===== config.mk =====
export PLATFORM = sky130hd
export DESIGN_NAME = ilirs_ctrl
export DESIGN_NICKNAME = d
export VERILOG_FILES = /design/src/sv/ilirs_pkg.sv /design/src/sv/ilirs_ctrl.sv
export SDC_FILE = /design/constraint.sdc
export NUM_CORES = 1
export LEC_CHECK = 0
export BUFFER_PORTS_ARGS = -buffer_cell sky130_fd_sc_hd__buf_2
export CAP_MARGIN = 20
export CORE_AREA = 5 5 42 44
export CTS_CLUSTER_DIAMETER = 50
export DETAILED_ROUTE_END_ITERATION = 7
export DIE_AREA = 0 0 47 49
export HOLD_SLACK_MARGIN = 0.08
export MAX_ROUTING_LAYER = met4
export PLACE_DENSITY_LB_ADDON = 0.12
export RECOVER_POWER = 50
export SLEW_MARGIN = 20
export SYNTH_ARGS = -nofsm -noshare
export SYNTH_HDL_FRONTEND = slang
export SYNTH_SLANG_ARGS = --single-unit

===== constraint.sdc =====
create_clock -name clk -period 1.25 [get_ports clk]
set_input_delay 0.0625 -clock clk [delete_from_list [all_inputs] [get_ports clk]]
set_output_delay 0.0625 -clock clk [all_outputs]
set_load 0.1 [all_outputs]

===== src/sv/ilirs_pkg.sv =====
`timescale 1ns / 1ps
// shared types and constants for the indexed list block
// no dependencies
package ilirs_pkg;

  localparam int CAPACITY = 256;
  localparam int ADDR_W   = $clog2(CAPACITY);
  localparam int CNT_W    = 9;
  localparam int KEY_W    = 32;

  localparam logic [CNT_W-1:0] CAP_CNT = CNT_W'(CAPACITY);

  typedef enum logic [2:0] {
    OP_INS_AT     = 3'd0,
    OP_PUSH_FRONT = 3'd1,
    OP_PUSH_BACK  = 3'd2,
    OP_REM_AT     = 3'd3,
    OP_POP_FRONT  = 3'd4,
    OP_POP_BACK   = 3'd5,
    OP_FIND       = 3'd6
  } op_code_t;

  typedef enum logic [1:0] {
    ST_OK    = 2'd0,
    ST_RANGE = 2'd1,
    ST_EMPTY = 2'd2,
    ST_FULL  = 2'd3
  } status_code_t;

  typedef struct packed {
    logic [2:0]              operation;
    logic [CNT_W-1:0]        position;
    logic signed [KEY_W-1:0] key;
  } item_t;

  typedef struct packed {
    logic [1:0]       status;
    logic             found;
    logic [CNT_W-1:0] count;
  } result_t;

  typedef struct packed {
    logic load;
    logic start;
    logic step;
    logic commit;
  } ctl_cmd_t;

  typedef struct packed {
    logic scan_done;
    logic out_free;
  } ctl_sts_t;

endpackage


===== src/sv/ilirs_ctrl.sv =====
`timescale 1ns / 1ps
// sequencer for the indexed list: accept, decide, scan or shift, finish
// depends on ilirs_pkg
module ilirs_ctrl import ilirs_pkg::*; (
  input  logic     clk,
  input  logic     rst_n,
  input  logic     in_valid,
  output logic     in_ready,
  input  ctl_sts_t sts,
  output ctl_cmd_t cmd
);

  typedef enum logic [3:0] {
    S_IDLE   = 4'b0001,
    S_DECIDE = 4'b0010,
    S_SCAN   = 4'b0100,
    S_FINISH = 4'b1000
  } state_t;

  state_t state_r, state_nxt;

  assign in_ready = (state_r == S_IDLE);

  always_comb begin
    state_nxt  = state_r;
    cmd        = '0;
    case (state_r)
      S_IDLE: begin
        if (in_valid) begin
          cmd.load  = 1'b1;
          state_nxt = S_DECIDE;
        end
      end
      S_DECIDE: begin
        cmd.start = 1'b1;
        state_nxt = S_SCAN;
      end
      S_SCAN: begin
        cmd.step = 1'b1;
        if (sts.scan_done) begin
          state_nxt = S_FINISH;
        end
      end
      S_FINISH: begin
        if (sts.out_free) begin
          cmd.commit = 1'b1;
          state_nxt  = S_IDLE;
        end
      end
      default: begin
        state_nxt = S_IDLE;
      end
    endcase
  end

  always_ff @(posedge clk) begin
    if (!rst_n) begin
      state_r <= S_IDLE;
    end else begin
      state_r <= state_nxt;
    end
  end

endmodule


* After elaboration in Yosys (flattened, before gate mapping)
Cells that the tools add are included.
** Word-level totals
- Flip-flop bits (word level) :: 4
- Input port bits :: 5
- Output and inout bits :: 5
- Word-level logic and storage cells :: 19
** Cells by class
- Equality and inequality tests :: 7
- Mux-type cells :: 10
- Reduce and logical (&&, ||, !) cells :: 1
** Operator list (count)
- $pmux 4 s4 :: 1
- $mux 4 :: 3
- $mux 1 :: 6
- $ne 2x2->1 const B :: 3
- $eq 4x1->1 const B :: 1
- $eq 4x2->1 const B :: 1
- $eq 4x3->1 const B :: 1
- $eq 4x4->1 const B :: 1
- $reduce_and 3->1 :: 1

* Depth between registers and ports, before layout
- Depth in word-level cells :: 3
- Gate-level depth with buffers :: 4
- Depth with buffers taken out :: 3

* Worst setup path after synthesis
OpenSTA, ideal clock, no wires.
- Path kind :: register -> output
- Start :: reg state_r[2]
- End :: out cmd[1] (netlist name)
- Arrival time :: 3.350 ns
- Required time :: 1.188 ns
- Setup slack :: -2.163 ns
- Cell stages (with the launch flop) :: 3
- Path buffers :: 0
- Cells stage by stage :: dfxtp_1 -> inv_1 -> nor4_1
** RTL lines
- from (decl) :: RTL line ilirs_ctrl.sv:20 : state_t state_r, state_nxt;
- from (signal assigned) :: RTL line ilirs_ctrl.sv:60 : state_r <= state_nxt;
- to (decl) :: RTL line ilirs_ctrl.sv:10 : output ctl_cmd_t cmd

==> impl_metrics.yaml <==
placement:
  gp_congestion: 0.626
  portBuffers: 9
  placed_cells: 51
  place_hpwl_um: 447
layout:
  largest_registers: "state_r: 4 flops"
  drive_above_1_share_pct: 70.0
  largest_reg_flops: 4
  final_common_cell: "buf_12"
  n_antenna_cell: 0
  final_cell_mix: "buf_12 (5), buf_2 (4), buf_4 (4)"
  final_cells: 56
  area_delta_synth_final_pct: 89.1
  fin_util_pct: 34.1
  fin_nets: 47
  top_register: "state_r"
synth:
  synthSimpleGateAreaFrac_pct: 46.0
  synth_nets: 30
  synthAdderAreaFrac_pct: 0
  synth_compound_area_share_pct: 11.9
  syn_area_um2: 253
  synth_top_flop_cell: "dfxtp_1"
  ys_warn_count: 0
  ys_async_sr_fraction_pct: 0
  synth-xor-area-share_pct: 0
  synth-seq-area-share_pct: 31.7
  synth_top_family_by_area: "simple AND/OR/NAND/NOR gates"
  postSynthAreaPerCell_um2: 10.1
  synth_mux_area_share_pct: 0
  yosysUniqueCellTypes: 18
  ys_ff_latch: 4
  synth_edf_count: 0
  syn-instance-count: 25
global_routing:
  track_usage_pct: 6.42
  antenna_found_initial: 0
  grt_pass1_wl_um: 1020
  grt_pass1_vias: 250
  grt_max_degree: 8
  overflow: 0
worst_setup_path:
  slowest_stage: "dfxtp_4"
  arrival_ns: 1.30
  crit_fanout: 6
  rrSetupSlack_ns: 0.11
  crit_type: "reg2out"
  crit_path_max_incr_delay_ns: 0.36
  crit_family: "simple AND/OR/NAND/NOR gates"
  critPathRequiredTime_ns: 1.19
  crit_path_cell_trace: "nor4b_4, and2_4, buf_12"
  worstPathBufferInverterCount: 1
  critPathLaunchType: "flop"
  worst_setup_path_end_kind: "primary output"
route:
  drt_iter0_drc: 3
  wl_per_cell_um: 11.3
  vias_per_cell: 4.48
  drc: 0
  first_pass_iters: 3
  vias: 251
  drt_wl_total_um: 635
  ant_nets: 0
clock_network:
  clock_latency_ns: 0.24
  cts_root_buffer: "clkbuf_4"
  cts_tree: "done"
  clk_pin_slew_worst_paths_ns: 0.04
  clock_path_buffers: 2
  h-tree-depth: 1
  cts_buffers: 3
  clock_sinks: 4
power:
  peakVddDrop_v: 0.000450
  p_per_area_nw_per_um2: 975
  p_leak_nw: 0.188
  finalPower_w: 0.000466
floorplanning:
  die_w_um: 47
  ios: 10
  fp.dieArea_um2: 2300
  fp-row-count: 14
  start_util_pct: 18.0
  core_area_um2: 1400
  die_height_um: 49
sta:
  clock_skew_ns: 0.00866
  hold_violations: 0
  tightest_slew_ns: 0.245
  rsz0062_at_grt: "true"
  period_minus_slack_ns: 1.36
  period_share_pct: 109
  setup_viol: 5
  clock.fmax_mhz: 735
  max-slew-margin-rel_pct: 83.4
  slew_violations: 0
  setup_tns_ns: -0.291
  layout_setup_ws_ns: -0.111
status:
  violations: "negative setup slack"
  status: "finished, violations left"
run:
  drv_cap: 0
hold_path:
  hp-class: "in2reg"
[report_power, final]
| group | internal, W | total (W) | switching, W |
|---|---|---|---|
| clock | 0.000108 | 0.000167 | 0.0000589 |
| sequential | 0.000130 | 0.000144 | 0.0000134 |
| combinational | 0.0000658 | 0.000156 | 0.0000899 |
| total | 0.000304 | 0.000466 | 0.000162 |
[Yosys cell counts, drive strengths merged, types with 2 or more instances]
library cell | count | area (um2)
nor4b | 4 | 56.3
nor3b | 2 | 25.0
inv | 2 | 7.51
buf | 2 | 18.8
a21oi | 2 | 10.0
dfxtp | 4 | 80.1
[cell families (layout without fill, tap and decap cells)]
logic type	count (synthesis)	in the layout
buffers and inverters	4	19
AOI/OAI and AO/OA	5	5
DFF	4	4
and+or+nand+nor	12	12
[final timing paths]
path	startpoint	to	cells past startpoint
min	in_valid	state_r[1]	2
max	state_r[3]	cmd[3]	3
min reg2reg	state_r[3]	state_r[2]	1
max reg2reg	state_r[3]	state_r[3]	4
[through the flow]
| step | worst slack [ns] | instance area [um2] | hold slack (ns) |
|---|---|---|---|
| 2_1_floorplan | -0.845 | 279 | 0.162 |
| 3_3_place_gp | 0.121 | 423 | 0.294 |
| 3_5_place_dp | 0.131 | 423 | 0.291 |
| 4_1_cts | -0.128 | 468 | 0.104 |
| 5_1_grt | -0.167 | 478 | 0.134 |
| 6_report | -0.111 | 478 | 0.114 |
[routing by layer]
metal	vias to the layer above	GRT usage, %	wire [um]
met3	2	0	8
met4	0	6.91	28
met1	120	7.00	245
met5	-	-	0
met2	5	9.50	352
li1	124	-	-
[what timing repair did]
action,in CTS,in global routing
hold buffers,1,0
setup buffers,1,0
endpoints found under the hold margin,1,0
pin swaps,3,1
resized for setup,3,4
setup endpoints to repair,5,5
[area by class of cell]
cell class / instances / area [um2]
flip-flops and latches: 4 / 92.6
inverters: 2 / 7.51
well taps: 16 / 20.0
multi-input cells: 17 / 175
fillers: 157 / 923
repair buffers: 14 / 160
clock buffers: 3 / 22.5
Power figures use the tool's default switching activity.
